$ cat src/hdl/dssg_pkg.sv
// Shared types, codes and index helpers for the digital strip scan generator.
// No dependencies; imported by every module of the block.
package dssg_pkg;

    localparam int DSSG_COORD_BITS = 16;
    localparam int DSSG_IDX_BITS   = 6;
    localparam int DSSG_PER_BITS   = 7;
    localparam int DSSG_MAX_STEPS  = 64;
    localparam int DSSG_MAX_SCAN   = 64;
    localparam int DSSG_FIFO_DEPTH = 2;
    localparam int DSSG_CFG_IDX_BITS  = 3;
    localparam int DSSG_CFG_DATA_BITS = 64;

    // input item modes
    localparam logic [1:0] MODE_START = 2'd0;
    localparam logic [1:0] MODE_FIRST = 2'd1;
    localparam logic [1:0] MODE_LEFT  = 2'd2;
    localparam logic [1:0] MODE_RIGHT = 2'd3;

    // configuration register indexes
    localparam logic [DSSG_CFG_IDX_BITS-1:0] CFG_LINE_A      = 3'd0;
    localparam logic [DSSG_CFG_IDX_BITS-1:0] CFG_LINE_B      = 3'd1;
    localparam logic [DSSG_CFG_IDX_BITS-1:0] CFG_UPPER_BOUND = 3'd2;
    localparam logic [DSSG_CFG_IDX_BITS-1:0] CFG_CLIP_X_LOW  = 3'd3;
    localparam logic [DSSG_CFG_IDX_BITS-1:0] CFG_CLIP_Y_LOW  = 3'd4;
    localparam logic [DSSG_CFG_IDX_BITS-1:0] CFG_CLIP_X_HIGH = 3'd5;
    localparam logic [DSSG_CFG_IDX_BITS-1:0] CFG_CLIP_Y_HIGH = 3'd6;
    localparam logic [DSSG_CFG_IDX_BITS-1:0] CFG_STEP_PATTERN = 3'd7;

    typedef logic signed [DSSG_COORD_BITS-1:0] t_coord;
    typedef logic [DSSG_IDX_BITS-1:0]          t_idx;
    typedef logic [DSSG_PER_BITS-1:0]          t_per;

    typedef struct packed {
        logic signed [15:0] line_a;
        logic signed [15:0] line_b;
        logic signed [31:0] upper_bound;
        logic signed [15:0] clip_x_low;
        logic signed [15:0] clip_y_low;
        logic signed [15:0] clip_x_high;
        logic signed [15:0] clip_y_high;
        logic [63:0]        step_pattern;
    } t_cfg;

    // one unit of work for the walker: a start acknowledgment or a scan
    typedef struct packed {
        logic   is_start;
        t_coord x;
        t_coord y;
        t_idx   idx;
        t_per   per;
    } t_cmd;

    function automatic t_idx idx_inc(input t_idx i, input t_per per);
        t_per nxt;
        nxt = DSSG_PER_BITS'(i) + DSSG_PER_BITS'(1);
        return (nxt >= per) ? '0 : nxt[DSSG_IDX_BITS-1:0];
    endfunction

    function automatic t_idx idx_dec(input t_idx i, input t_per per);
        t_per last;
        last = per - DSSG_PER_BITS'(1);
        if (i == '0 || DSSG_PER_BITS'(i) >= per) begin
            return last[DSSG_IDX_BITS-1:0];
        end
        return i - DSSG_IDX_BITS'(1);
    endfunction

    function automatic logic pbit(input logic [63:0] pattern, input t_idx i);
        return pattern[i];
    endfunction

endpackage

$ cat src/hdl/dssg_front.sv
// Front end: accepts input items, keeps the left/right scan origins and
// turns each item into a walker command. Depends on dssg_pkg.
module dssg_front import dssg_pkg::*; (
    input  logic        i_clk,
    input  logic        i_rst_n,
    input  logic        i_push,
    input  logic [1:0]  i_mode,
    input  t_coord      i_origin_x,
    input  t_coord      i_origin_y,
    input  t_per        i_pattern_length,
    input  logic [63:0] i_step_pattern,
    output t_cmd        o_cmd
);

    t_coord r_lx, r_ly, r_rx, r_ry;
    t_coord n_lx, n_ly, n_rx, n_ry;
    t_idx   r_lb, r_ls, r_rb, r_rs;
    t_idx   n_lb, n_ls, n_rb, n_rs;
    logic   r_lhold, r_rhold, n_lhold, n_rhold;
    t_per   r_per, n_per;

    t_per   c_len;
    t_idx   c_lb_dec;
    t_idx   c_rs_dec;

    always_comb begin
        c_len    = i_pattern_length;
        if (c_len == '0) begin
            c_len = DSSG_PER_BITS'(1);
        end else if (c_len > DSSG_PER_BITS'(DSSG_MAX_STEPS)) begin
            c_len = DSSG_PER_BITS'(DSSG_MAX_STEPS);
        end
        c_lb_dec = idx_dec(r_lb, r_per);
        c_rs_dec = idx_dec(r_rs, r_per);

        n_lx = r_lx; n_ly = r_ly; n_rx = r_rx; n_ry = r_ry;
        n_lb = r_lb; n_ls = r_ls; n_rb = r_rb; n_rs = r_rs;
        n_lhold = r_lhold; n_rhold = r_rhold; n_per = r_per;

        case (i_mode)
            MODE_START: begin
                n_lx = i_origin_x; n_ly = i_origin_y;
                n_rx = i_origin_x; n_ry = i_origin_y;
                n_lb = '0; n_ls = '0; n_rb = '0; n_rs = '0;
                n_lhold = 1'b0; n_rhold = 1'b0;
                n_per = c_len;
            end
            MODE_FIRST: begin
            end
            MODE_LEFT: begin
                n_lx = r_lx - DSSG_COORD_BITS'(1);
                if (r_lhold) begin
                    n_lhold = 1'b0;
                end else begin
                    n_lb = c_lb_dec;
                    if (pbit(i_step_pattern, c_lb_dec)) begin
                        n_ly = r_ly + DSSG_COORD_BITS'(1);
                        // a pattern transition: make this a pure y move
                        if (pbit(i_step_pattern, r_ls)) begin
                            n_lx    = r_lx;
                            n_lhold = 1'b1;
                        end
                        n_ls = idx_inc(r_ls, r_per);
                    end
                end
            end
            MODE_RIGHT: begin
                if (r_rhold) begin
                    n_ry    = r_ry - DSSG_COORD_BITS'(1);
                    n_rs    = c_rs_dec;
                    n_rhold = 1'b0;
                end else begin
                    n_rx = r_rx + DSSG_COORD_BITS'(1);
                    if (pbit(i_step_pattern, r_rb)) begin
                        if (pbit(i_step_pattern, c_rs_dec)) begin
                            n_rs    = idx_inc(c_rs_dec, r_per);
                            n_rhold = 1'b1;
                        end else begin
                            n_rs = c_rs_dec;
                            n_ry = r_ry - DSSG_COORD_BITS'(1);
                        end
                    end
                    n_rb = idx_inc(r_rb, r_per);
                end
            end
            default: begin
            end
        endcase

        o_cmd.is_start = (i_mode == MODE_START);
        o_cmd.per      = n_per;
        if (i_mode == MODE_RIGHT) begin
            o_cmd.x   = n_rx;
            o_cmd.y   = n_ry;
            o_cmd.idx = n_rs;
        end else begin
            o_cmd.x   = n_lx;
            o_cmd.y   = n_ly;
            o_cmd.idx = n_ls;
        end
    end

    always_ff @(posedge i_clk) begin
        if (!i_rst_n) begin
            r_lx <= '0; r_ly <= '0; r_rx <= '0; r_ry <= '0;
            r_lb <= '0; r_ls <= '0; r_rb <= '0; r_rs <= '0;
            r_lhold <= 1'b0; r_rhold <= 1'b0;
            r_per <= DSSG_PER_BITS'(1);
        end else if (i_push) begin
            r_lx <= n_lx; r_ly <= n_ly; r_rx <= n_rx; r_ry <= n_ry;
            r_lb <= n_lb; r_ls <= n_ls; r_rb <= n_rb; r_rs <= n_rs;
            r_lhold <= n_lhold; r_rhold <= n_rhold;
            r_per <= n_per;
        end
    end

endmodule

$ cat src/hdl/dssg_fifo.sv
// Short command queue between the front end and the walker.
// Depends on dssg_pkg.
module dssg_fifo import dssg_pkg::*; (
    input  logic i_clk,
    input  logic i_rst_n,
    input  logic i_push,
    input  t_cmd i_cmd,
    output logic o_full,
    input  logic i_pop,
    output logic o_empty,
    output t_cmd o_cmd
);

    localparam int PTR_W = (DSSG_FIFO_DEPTH > 1) ? $clog2(DSSG_FIFO_DEPTH) : 1;
    localparam int CNT_W = $clog2(DSSG_FIFO_DEPTH + 1);

    t_cmd             r_mem [DSSG_FIFO_DEPTH];
    logic [PTR_W-1:0] r_wr_ptr, r_rd_ptr, n_wr_ptr, n_rd_ptr;
    logic [CNT_W-1:0] r_count, n_count;

    assign o_full  = (r_count == CNT_W'(DSSG_FIFO_DEPTH));
    assign o_empty = (r_count == '0);
    assign o_cmd   = r_mem[r_rd_ptr];

    always_comb begin
        n_wr_ptr = r_wr_ptr;
        n_rd_ptr = r_rd_ptr;
        n_count  = r_count;
        if (i_push) begin
            n_wr_ptr = (r_wr_ptr == PTR_W'(DSSG_FIFO_DEPTH - 1)) ? '0
                                                              : r_wr_ptr + PTR_W'(1);
        end
        if (i_pop) begin
            n_rd_ptr = (r_rd_ptr == PTR_W'(DSSG_FIFO_DEPTH - 1)) ? '0
                                                              : r_rd_ptr + PTR_W'(1);
        end
        if (i_push && !i_pop) begin
            n_count = r_count + CNT_W'(1);
        end else if (!i_push && i_pop) begin
            n_count = r_count - CNT_W'(1);
        end
    end

    always_ff @(posedge i_clk) begin
        if (i_push) begin
            r_mem[r_wr_ptr] <= i_cmd;
        end
    end

    always_ff @(posedge i_clk) begin
        if (!i_rst_n) begin
            r_wr_ptr <= '0;
            r_rd_ptr <= '0;
            r_count  <= '0;
        end else begin
            r_wr_ptr <= n_wr_ptr;
            r_rd_ptr <= n_rd_ptr;
            r_count  <= n_count;
        end
    end

endmodule

$ cat src/hdl/dssg_walker.sv
// Back end: walks one scan a pixel per cycle, first to count and detect truncation,
// then to deliver the pixels, waiting while the output is stalled. Depends on dssg_pkg.
module dssg_walker import dssg_pkg::*; #(
    parameter int MAX_SCAN = DSSG_MAX_SCAN
) (
    input  logic   i_clk,
    input  logic   i_rst_n,
    input  t_cfg   i_cfg,
    input  logic   i_cmd_valid,
    input  t_cmd   i_cmd,
    output logic   o_pop,
    output logic   o_out_valid,
    input  logic   i_out_ready,
    output t_coord o_pixel_x,
    output t_coord o_pixel_y,
    output logic   o_pixel_valid,
    output logic   o_last,
    output logic   o_truncated
);

    localparam int XW    = DSSG_COORD_BITS + 1;
    localparam int PW    = XW + 16;
    localparam int VW    = PW + 1;
    localparam int CNT_W = $clog2(MAX_SCAN + 1);

    localparam logic [2:0] ST_IDLE = 3'd0;
    localparam logic [2:0] ST_MUL  = 3'd1;
    localparam logic [2:0] ST_SUM  = 3'd2;
    localparam logic [2:0] ST_SKIP = 3'd3;
    localparam logic [2:0] ST_SCAN = 3'd4;
    localparam logic [2:0] ST_EMIT = 3'd5;

    logic [2:0]           r_state, n_state;
    logic signed [XW-1:0] r_x, r_y, r_x0, r_y0, n_x, n_y, n_x0, n_y0;
    t_idx                 r_idx, r_idx0, n_idx, n_idx0;
    t_per                 r_per, n_per;
    logic signed [PW-1:0] r_pa, r_pb, n_pa, n_pb;
    logic signed [16:0]   r_ab, n_ab;
    logic signed [VW-1:0] r_v, n_v;
    logic [CNT_W-1:0]     r_n, r_k, n_n, n_k;
    logic                 r_tr, n_tr;
    logic                 r_ov, n_ov;
    t_coord               r_px, r_py, n_px, n_py;
    logic                 r_pv, r_last, r_trunc, n_pv, n_last, n_trunc;

    logic                 c_pbit, c_under, c_hi_ok, c_lo_ok, c_free, c_is_last;
    logic signed [XW-1:0] c_sx, c_sy;
    t_idx                 c_sidx;
    logic signed [VW-1:0] c_sv;

    always_comb begin
        c_pbit  = pbit(i_cfg.step_pattern, r_idx);
        c_sx    = c_pbit ? r_x + XW'(1) : r_x;
        c_sy    = r_y + XW'(1);
        c_sidx  = idx_inc(r_idx, r_per);
        c_sv    = r_v + (c_pbit ? VW'(r_ab) : VW'(i_cfg.line_b));
        c_under = (r_v <= VW'(i_cfg.upper_bound));
        c_hi_ok = (r_x < XW'(i_cfg.clip_x_high)) && (r_y < XW'(i_cfg.clip_y_high));
        c_lo_ok = (r_x >= XW'(i_cfg.clip_x_low)) && (r_y >= XW'(i_cfg.clip_y_low));
        c_free  = !r_ov || i_out_ready;
        c_is_last = ((r_k + CNT_W'(1)) == r_n);

        n_state = r_state;
        n_x = r_x; n_y = r_y; n_idx = r_idx; n_per = r_per;
        n_x0 = r_x0; n_y0 = r_y0; n_idx0 = r_idx0;
        n_pa = r_pa; n_pb = r_pb; n_ab = r_ab; n_v = r_v;
        n_n = r_n; n_k = r_k; n_tr = r_tr;
        n_ov = r_ov && !i_out_ready;
        n_px = r_px; n_py = r_py; n_pv = r_pv; n_last = r_last; n_trunc = r_trunc;
        o_pop = 1'b0;

        case (r_state)
            ST_IDLE: begin
                if (i_cmd_valid) begin
                    if (i_cmd.is_start) begin
                        if (c_free) begin
                            o_pop = 1'b1;
                            n_ov = 1'b1; n_px = '0; n_py = '0;
                            n_pv = 1'b0; n_last = 1'b1; n_trunc = 1'b0;
                        end
                    end else begin
                        o_pop   = 1'b1;
                        n_x     = XW'(i_cmd.x);
                        n_y     = XW'(i_cmd.y);
                        n_idx   = i_cmd.idx;
                        n_per   = i_cmd.per;
                        n_state = ST_MUL;
                    end
                end
            end
            ST_MUL: begin
                n_pa    = PW'(i_cfg.line_a) * PW'(r_x);
                n_pb    = PW'(i_cfg.line_b) * PW'(r_y);
                n_ab    = 17'(i_cfg.line_a) + 17'(i_cfg.line_b);
                n_state = ST_SUM;
            end
            ST_SUM: begin
                n_v     = VW'(r_pa) + VW'(r_pb);
                n_state = ST_SKIP;
            end
            ST_SKIP: begin
                // advance past pixels below or left of the window
                if (!c_lo_ok && c_hi_ok && c_under) begin
                    n_x = c_sx; n_y = c_sy; n_idx = c_sidx; n_v = c_sv;
                end else begin
                    n_x0 = r_x; n_y0 = r_y; n_idx0 = r_idx;
                    n_n = '0; n_tr = 1'b0;
                    n_state = ST_SCAN;
                end
            end
            ST_SCAN: begin
                if (c_under && c_hi_ok && c_lo_ok && (r_n != CNT_W'(MAX_SCAN))) begin
                    n_n = r_n + CNT_W'(1);
                    n_x = c_sx; n_y = c_sy; n_idx = c_sidx; n_v = c_sv;
                end else begin
                    n_tr = c_under && c_hi_ok && c_lo_ok;
                    // rewind to the first emitted pixel for the delivery pass
                    n_x = r_x0; n_y = r_y0; n_idx = r_idx0;
                    n_k = '0;
                    n_state = ST_EMIT;
                end
            end
            ST_EMIT: begin
                if (c_free) begin
                    n_ov = 1'b1;
                    if (r_n == '0) begin
                        n_px = '0; n_py = '0;
                        n_pv = 1'b0; n_last = 1'b1; n_trunc = 1'b0;
                        n_state = ST_IDLE;
                    end else begin
                        n_px = r_x[DSSG_COORD_BITS-1:0];
                        n_py = r_y[DSSG_COORD_BITS-1:0];
                        n_pv = 1'b1; n_last = c_is_last; n_trunc = r_tr;
                        n_x = c_sx; n_y = c_sy; n_idx = c_sidx;
                        n_k = r_k + CNT_W'(1);
                        if (c_is_last) begin
                            n_state = ST_IDLE;
                        end
                    end
                end
            end
            default: begin
                n_state = ST_IDLE;
            end
        endcase
    end

    always_ff @(posedge i_clk) begin
        r_x <= n_x; r_y <= n_y; r_idx <= n_idx; r_per <= n_per;
        r_x0 <= n_x0; r_y0 <= n_y0; r_idx0 <= n_idx0;
        r_pa <= n_pa; r_pb <= n_pb; r_ab <= n_ab; r_v <= n_v;
        r_n <= n_n; r_k <= n_k; r_tr <= n_tr;
        r_px <= n_px; r_py <= n_py; r_pv <= n_pv; r_last <= n_last; r_trunc <= n_trunc;
    end

    always_ff @(posedge i_clk) begin
        if (!i_rst_n) begin
            r_state <= ST_IDLE;
            r_ov    <= 1'b0;
        end else begin
            r_state <= n_state;
            r_ov    <= n_ov;
        end
    end

    assign o_out_valid   = r_ov;
    assign o_pixel_x     = r_px;
    assign o_pixel_y     = r_py;
    assign o_pixel_valid = r_pv;
    assign o_last        = r_last;
    assign o_truncated   = r_trunc;

endmodule

$ cat src/hdl/digital_strip_scan_generator_unit.sv
// Start item: its one result reaches the output register through the queue and walker.
// Scan item: the walker computes the start value, skips the prefix steps left of or below
// the window, counts the scan's pixels, then delivers one pixel a cycle while the output
// is not stalled. The front end takes an item each cycle while the two-entry queue
// has room. Synchronous active-low reset returns configuration to its
// reset values, both origins to zero, and the queue and the walker to empty.
module digital_strip_scan_generator_unit import dssg_pkg::*; #(
    parameter int MAX_SCAN = DSSG_MAX_SCAN
) (
    input  logic                          i_clk,
    input  logic                          i_rst_n,
    input  logic                          i_cfg_we,
    input  logic [DSSG_CFG_IDX_BITS-1:0]  i_cfg_idx,
    input  logic [DSSG_CFG_DATA_BITS-1:0] i_cfg_data,
    input  logic                          i_in_valid,
    output logic                          o_in_ready,
    input  logic [1:0]                    i_mode,
    input  logic signed [15:0]            i_origin_x,
    input  logic signed [15:0]            i_origin_y,
    input  logic [6:0]                    i_pattern_length,
    output logic                          o_out_valid,
    input  logic                          i_out_ready,
    output logic signed [15:0]            o_pixel_x,
    output logic signed [15:0]            o_pixel_y,
    output logic                          o_pixel_valid,
    output logic                          o_last,
    output logic                          o_truncated
);

    t_cfg r_cfg, n_cfg;
    logic w_push, w_full, w_empty, w_pop;
    t_cmd w_cmd_in, w_cmd_out;

    always_comb begin
        n_cfg = r_cfg;
        if (i_cfg_we) begin
            case (i_cfg_idx)
                CFG_LINE_A:       n_cfg.line_a       = i_cfg_data[15:0];
                CFG_LINE_B:       n_cfg.line_b       = i_cfg_data[15:0];
                CFG_UPPER_BOUND:  n_cfg.upper_bound  = i_cfg_data[31:0];
                CFG_CLIP_X_LOW:   n_cfg.clip_x_low   = i_cfg_data[15:0];
                CFG_CLIP_Y_LOW:   n_cfg.clip_y_low   = i_cfg_data[15:0];
                CFG_CLIP_X_HIGH:  n_cfg.clip_x_high  = i_cfg_data[15:0];
                CFG_CLIP_Y_HIGH:  n_cfg.clip_y_high  = i_cfg_data[15:0];
                CFG_STEP_PATTERN: n_cfg.step_pattern = i_cfg_data;
                default: begin
                end
            endcase
        end
    end

    always_ff @(posedge i_clk) begin
        if (!i_rst_n) begin
            r_cfg <= t_cfg'{line_b: 16'sd1, default: '0};
        end else begin
            r_cfg <= n_cfg;
        end
    end

    assign o_in_ready = !w_full;
    assign w_push     = i_in_valid && !w_full;

    dssg_front u_front (
        .i_clk            (i_clk),
        .i_rst_n          (i_rst_n),
        .i_push           (w_push),
        .i_mode           (i_mode),
        .i_origin_x       (i_origin_x),
        .i_origin_y       (i_origin_y),
        .i_pattern_length (i_pattern_length),
        .i_step_pattern   (r_cfg.step_pattern),
        .o_cmd            (w_cmd_in)
    );

    dssg_fifo u_fifo (
        .i_clk   (i_clk),
        .i_rst_n (i_rst_n),
        .i_push  (w_push),
        .i_cmd   (w_cmd_in),
        .o_full  (w_full),
        .i_pop   (w_pop),
        .o_empty (w_empty),
        .o_cmd   (w_cmd_out)
    );

    dssg_walker #(
        .MAX_SCAN (MAX_SCAN)
    ) u_walker (
        .i_clk         (i_clk),
        .i_rst_n       (i_rst_n),
        .i_cfg         (r_cfg),
        .i_cmd_valid   (!w_empty),
        .i_cmd         (w_cmd_out),
        .o_pop         (w_pop),
        .o_out_valid   (o_out_valid),
        .i_out_ready   (i_out_ready),
        .o_pixel_x     (o_pixel_x),
        .o_pixel_y     (o_pixel_y),
        .o_pixel_valid (o_pixel_valid),
        .o_last        (o_last),
        .o_truncated   (o_truncated)
    );

`ifndef SYNTHESIS
    a_empty_is_last: assert property (@(posedge i_clk) disable iff (!i_rst_n)
        o_out_valid && !o_pixel_valid |-> o_last)
        else $error("result without pixel not marked last");

    a_trunc_has_pixel: assert property (@(posedge i_clk) disable iff (!i_rst_n)
        o_out_valid && o_truncated |-> o_pixel_valid)
        else $error("truncated flag on a result without pixel");

    a_period_range: assert property (@(posedge i_clk) disable iff (!i_rst_n)
        w_push |-> (w_cmd_in.per != '0) &&
                   (w_cmd_in.per <= DSSG_PER_BITS'(DSSG_MAX_STEPS)))
        else $error("pattern period out of range");

    a_no_pop_when_empty: assert property (@(posedge i_clk) disable iff (!i_rst_n)
        w_pop |-> !w_empty)
        else $error("walker took a command from an empty queue");
`endif

endmodule
$ cat config.mk
export PLATFORM = sky130hd
export DESIGN_NAME = digital_strip_scan_generator_unit
export DESIGN_NICKNAME = d
export VERILOG_FILES = /design/src/hdl/dssg_pkg.sv /design/src/hdl/dssg_front.sv /design/src/hdl/dssg_fifo.sv /design/src/hdl/dssg_walker.sv /design/src/hdl/digital_strip_scan_generator_unit.sv
export SDC_FILE = /design/constraint.sdc
export NUM_CORES = 2
export LEC_CHECK = 0
export BUFFER_PORTS_ARGS = -buffer_cell sky130_fd_sc_hd__buf_2
export CORE_ASPECT_RATIO = 1.2
export CORE_UTILIZATION = 70
export CTS_CLUSTER_DIAMETER = 30
export DETAILED_ROUTE_END_ITERATION = 12
export PLACE_DENSITY = 0.88
export SYNTH_ARGS = -nofsm -noshare
export SYNTH_HDL_FRONTEND = slang
export SYNTH_HIERARCHICAL = 1
export SYNTH_SLANG_ARGS = --single-unit
$ cat constraint.sdc
create_clock -name i_clk -period 14.37 [get_ports i_clk]
set_input_delay 4.311 -clock i_clk [delete_from_list [all_inputs] [get_ports i_clk]]
set_output_delay 4.311 -clock i_clk [all_outputs]
set_load 0.01 [all_outputs]
Word level (Yosys, flattened, before mapping)
Memory sizes are Yosys's and may differ from the RTL's. A register that Yosys moved wholly into a read port is not among the register bits.
Index checks and enable logic that the tools add are counted.
- bits in writable memories: 92
- memories kept: 1
- logic and storage cells: 315
- register bits: 551
- output and inout bits: 37
- memory list (memory ; depth ; bits a word ; read ports ; clocked after memory_dff ; write ports ; line ; source):
    u_fifo.r_mem ; 2 ; 46 ; 1 ; 1 ; 1 ; dssg_fifo.sv:17 ; t_cmd r_mem [DSSG_FIFO_DEPTH];
- bitwise gates (word level): 3
- magnitude comparators: 17
- reductions and logical operators: 57
- multiplexer cells: 140
- add/subtract/negate cells: 22
- equality and inequality tests: 30
- multiply operators: 2
- operator list (kind ; number):
    $mux 16 ; 16
    $mux 17 ; 13
    $pmux 16 s2 ; 6
    $pmux 17 s4 ; 2
    $mux 6 ; 21
    $mux 34 ; 3
    $pmux 34 s3 ; 1
    $mul 16x17->33 ; 2
    $mux 7 ; 8
    $pmux 6 s2 ; 4
    $mux 1 ; 40
    $mux 38 ; 1
    $lt 6x7->1 const B ; 5
    $add 17x2->17 const B ; 2
    $add 33x33->34 ; 1
    $add 34x34->34 ; 1
    $ge 17x16->1 ; 2
    $le 34x32->1 ; 1
    $lt 17x16->1 ; 2
    $add 16x2->16 const B ; 2
    $sub 16x2->16 const B ; 2
    $bmux 1 s6 ; 5
    $add 6x1->7 const B ; 4
    $ge 7x7->1 ; 4
    other kinds (39) ; 123

Depth between registers and ports, before layout
- depth after elaboration: 12
- gate-level depth with buffers: 25
- gate-level depth less buffers: 23

By module
The synthesis kept the hierarchy.
- modules (own cells, without submodules) (module ; cells each ; sequential area each (um^2) ; area an instance (um^2) ; times used):
    dssg_walker ; 3885 ; 7707.4 ; 37805.0 ; 1
    dssg_front ; 1503 ; 1941.9 ; 11364.6 ; 1
    digital_strip_scan_generator_unit ; 704 ; 3843.7 ; 7081.8 ; 1
    dssg_fifo ; 165 ; 2862.7 ; 3549.7 ; 1

Least setup slack after synthesis
OpenSTA, ideal clock, no wires.
- kind: register -> register
- from: register u_walker.r_state[0]
- to: register u_walker.r_ab[0] (enable)
- clock period less this slack: 7.374 ns
- path buffers: 1
- cell stages (with the launch flop): 3
- arrival time: 6.731 ns
- required time: 13.727 ns
- library setup time: 0.643 ns
- setup slack: 6.996 ns
- path through: dfxtp_1 clkbuf_1 nor3b_1
- word-level cells in the longest chain between the ends: 1
- ends and longest elaborated chain (item ; line ; source):
    start, declared ; dssg_walker.sv:33 ; logic [2:0] r_state, n_state;
    start signal, assigned ; dssg_walker.sv:161 ; r_state <= n_state;
    $eq 3x1->1 ; dssg_walker.sv:72 ; case (r_state)
    end signal, assigned ; dssg_walker.sv:151 ; r_pa <= n_pa; r_pb <= n_pb; r_ab <= n_ab; r_v <= n_v;
    end, declared ; dssg_walker.sv:38 ; logic signed [16:0] r_ab, n_ab;
Every way passes these cells.
A chain may end at the register's enable or synchronous reset.

Final worst setup path
- from: register r_cfg[167] (netlist name)
- to: register u_walker.r_pb[32] (data pin)
- word-level cells in the longest chain between the ends: 1
- ends and longest elaborated chain (item ; line ; source):
    start, declared ; digital_strip_scan_generator_unit.sv:30 ; t_cfg r_cfg, n_cfg;
    start signal, assigned ; digital_strip_scan_generator_unit.sv:54 ; r_cfg <= t_cfg'{line_b: 16'sd1, default: '0};
    start signal, assigned ; digital_strip_scan_generator_unit.sv:56 ; r_cfg <= n_cfg;
    $mul 16x17->33 ; dssg_walker.sv:93 ; n_pb = PW'(i_cfg.line_b) * PW'(r_y);
    end signal, assigned ; dssg_walker.sv:151 ;
    end, declared ; dssg_walker.sv:37 ; logic signed [PW-1:0] r_pa, r_pb, n_pa, n_pb;
Every way passes these cells.

==> flow_metrics.env <==
export IMPL_status="complete, no violations"
export IMPL_final_common_cell="nand2_1"
export IMPL_grtUsageTotal_pct=43.6
export IMPL_port_buffers=149
export IMPL_cts_root_buf="clkbuf_16"
export IMPL_ant_nets=0
export IMPL_cts_hold_buf=0
export IMPL_hp_class="reg -> reg"
export IMPL_start_util_pct=70.6
export IMPL_critPathBufInv=5
export IMPL_drc=0
export IMPL_cts_setup_buffers=0
export IMPL_dp_cells=7286
export IMPL_synth_edf_count=346
export IMPL_fin_setup_tns_ns=0
export IMPL_rows=117
export IMPL_fp_dieH_um=322
export IMPL_slew_violations=0
export IMPL_syn_mean_instance_area_um2=9.56
export IMPL_slowest_delay_ns=0.95
export IMPL_startpoint_type="flop"
export IMPL_worstSetupPathType="reg -> reg"
export IMPL_min_period_ns=7.85
export IMPL_ys_warn_count=6
export IMPL_period_share_pct=54.6
export IMPL_htreeDepth=3
export IMPL_finalSetupViolCount=0
export IMPL_yosysSeqAreaShare_pct=27.4
export IMPL_end_kind="flop"
export IMPL_gp_congestion=0.997
export IMPL_wl_mm=186
export IMPL_hpwl_mm=129
export IMPL_crit_family="adder cells"
export IMPL_critical_path_arrival_ns=8.28
export IMPL_maxCapViolCount=0
export IMPL_final_util_pct=77.3
export IMPL_path_common_cell="fa_1"
export IMPL_slowest_stage="dfxtp_1"
export IMPL_clk_path_buf_depth=3
export IMPL_dieArea_um2=86600
export IMPL_clkSlewWorstSetupHoldPaths_ns=0.06
export IMPL_fin_cells=7521
export IMPL_dieWidth_um=269
export IMPL_finalClockSkew_ns=0.0498
export IMPL_cp_required_ns=14.80
export IMPL_ir_worst_vdd_mv=0.151
export IMPL_cts_buffers=118
export IMPL_crit_path_cell_trace="nand2_1 -> fa_1 -> inv_1 -> fa_1 -> inv_1 -> fa_1 -> inv_1 -> fa_1 -> fa_1 -> inv_1 -> fa_1 -> inv_1 -> ha_1 -> o21a_1 -> o211ai_1 -> a21boi_0 -> o21ai_0 -> a31oi_1 -> o41ai_1 -> o211ai_1 -> a31o_2 -> a21oi_1 -> xnor2_1"
export IMPL_p_per_area_nw_per_um2=164
export IMPL_cts_sinks=644
export IMPL_synth_cell_type_count=110
export IMPL_final_cell_mix="nand2_1, inv_1, fa_1"
export IMPL_cts_resized=0
export IMPL_syn_inst=6257
export IMPL_hold_viol_final=0
export IMPL_synthFlopType="edfxtp_1"
export IMPL_wl_per_cell_um=24.8
export IMPL_syn_area_um2=59800
export IMPL_synth_seq_cells=644
export IMPL_cellLeakagePower_nw=29.1
export IMPL_dr_first_iter_drc_count=6281
export IMPL_synth_net_count=7336
export IMPL_path_max_fanout=20
export IMPL_fill_cells=5152
export IMPL_ios=150
export IMPL_vias=50300
export IMPL_fmax_mhz=127
export IMPL_maxSlewHeadroom_pct=17.2
export IMPL_globalRoute_totalOverflow=0
export IMPL_grt_start_max_net_pins=232
export IMPL_worst_pin_slew_ns=1.23
export IMPL_insertion_delay_ns=0.74
export IMPL_async_flop_share_pct=0
export IMPL_firstDrtPassIters=10
export IMPL_antenna_found_initial=6
export IMPL_drive_above_1_share_pct=9.95
export IMPL_final_nets=7355
export IMPL_cts_tree="done"
export IMPL_synthToLayoutAreaGrowth_pct=9.53
export IMPL_core_area_um2=84800
export IMPL_grt_pass1_vias=51700
export IMPL_rsz0062_at_grt="no"
export IMPL_routed_via_density=6.68
export IMPL_grt_pass1_wl_mm=288
-- power breakdown --
part           switching (mW)  internal [mW]  leakage, nW  total (mW)
Sequential              0.458           2.50         5.65        2.95
Combinational            3.08           1.70         21.4        4.78
Clock                    1.19           1.81         2.08        3.00
-- sequential cells by signal (all words and copies together) (netlist names), 16 cells and up, named ones only --
register            flops
r_cfg                 192
u_walker/r_pb          33
u_walker/r_y           17
u_walker/o_pixel_x     16
u_walker/r_pa          33
u_walker/r_x0          17
u_walker/r_ab          17
u_front/r_ly           16
u_walker/r_v           34
u_front/r_lx           16
u_front/r_ry           16
u_front/r_rx           16
u_walker/o_pixel_y     16
u_walker/r_x           17
u_walker/r_y0          17
u_fifo/r_mem           92
-- worst reg2reg max path: stages, from the launching register on --
cell	delay (ns)
dfxtp_1	0.95
nand2_1	0.22
fa_1	0.59
inv_1	0.06
fa_1	0.49
inv_1	0.05
fa_1	0.52
inv_1	0.05
fa_1	0.45
fa_1	0.54
inv_1	0.06
fa_1	0.47
inv_1	0.05
ha_1	0.34
o21a_1	0.20
o211ai_1	0.21
a21boi_0	0.17
o21ai_0	0.25
a31oi_1	0.16
o41ai_1	0.77
o211ai_1	0.32
a31o_2	0.31
a21oi_1	0.22
xnor2_1	0.11
-- per-stage QoR --
step	area (µm²)	hold slack, ns	total power [mW]	setup slack [ns]
2_1_floorplan	59800	0.424	5.90	7.00
3_3_place_gp	61200	0.442	7.21	7.02
3_5_place_dp	61200	0.448	7.38	6.85
4_1_cts	65500	0.457	10.5	6.70
5_1_grt	65500	0.477	11.1	6.22
6_report	65500	0.458	10.7	6.52
-- cell type report --
| type | count | area (µm²) | share of cell area, % |
|---|---|---|---|
| Multi-Input combinational cell | 4502 | 39200 | 59.8 |
| Sequential cell | 644 | 16400 | 25.0 |
| Clock buffer | 129 | 3070 | 4.68 |
| Inverter | 797 | 2990 | 4.57 |
| Tap cell | 1130 | 1410 | 2.16 |
| Timing Repair Buffer | 213 | 1250 | 1.91 |
| Clock inverter | 97 | 1240 | 1.90 |
| Antenna cell | 9 | 22.5 | 0.0344 |
-- path summary, 6_finish.rpt --
check	from	end	slack [ns]	cells after the start
setup reg to reg	r_cfg[167]	u_walker/r_pb[32]	6.52	23
hold / removal	r_cfg[138]	r_cfg[138]	0.46	2
hold reg to reg	r_cfg[138]	r_cfg[138]	0.46	2
setup / recovery	r_cfg[167]	u_walker/r_pb[32]	6.52	23
-- layer usage --
metal,up-vias,wire (µm),global-route usage (%)
met3,1077,21900,11.3
met1,24100,62400,50.3
met4,2,18600,38.0
li1,21400,-,-
met2,3669,83600,67.5
met5,-,9,0.169
-- synth_stat cells, drive strengths merged, types with 82 or more instances --
cell type  instances  area [µm²]
fa               555       11100
ha               411        5140
nand2            801        3020
xnor2            147        1290
edfxtp           346       10400
nor2             266        1000
xor2              82         718
o21ai            213        1090
clkbuf           238         893
a21o              91         683
nand3            142         748
a21oi            234        1190
inv              794        2980
mux2i            237        2400
and2             305        1910
dfxtp            298        5970
-- logic make-up after synthesis --
family | Yosys count | synth area share [%]
AO/OA/AOI/OAI | 1035 | 11.8
XOR/XNOR | 229 | 3.35
adder cells (fa/ha/maj) | 966 | 27.2
buffers and inverters | 1111 | 7.31
flip-flops | 644 | 27.4
multiplexers | 376 | 7.81
AND/OR/NAND/NOR | 1896 | 15.2
(Power assumes the default switching activity.)
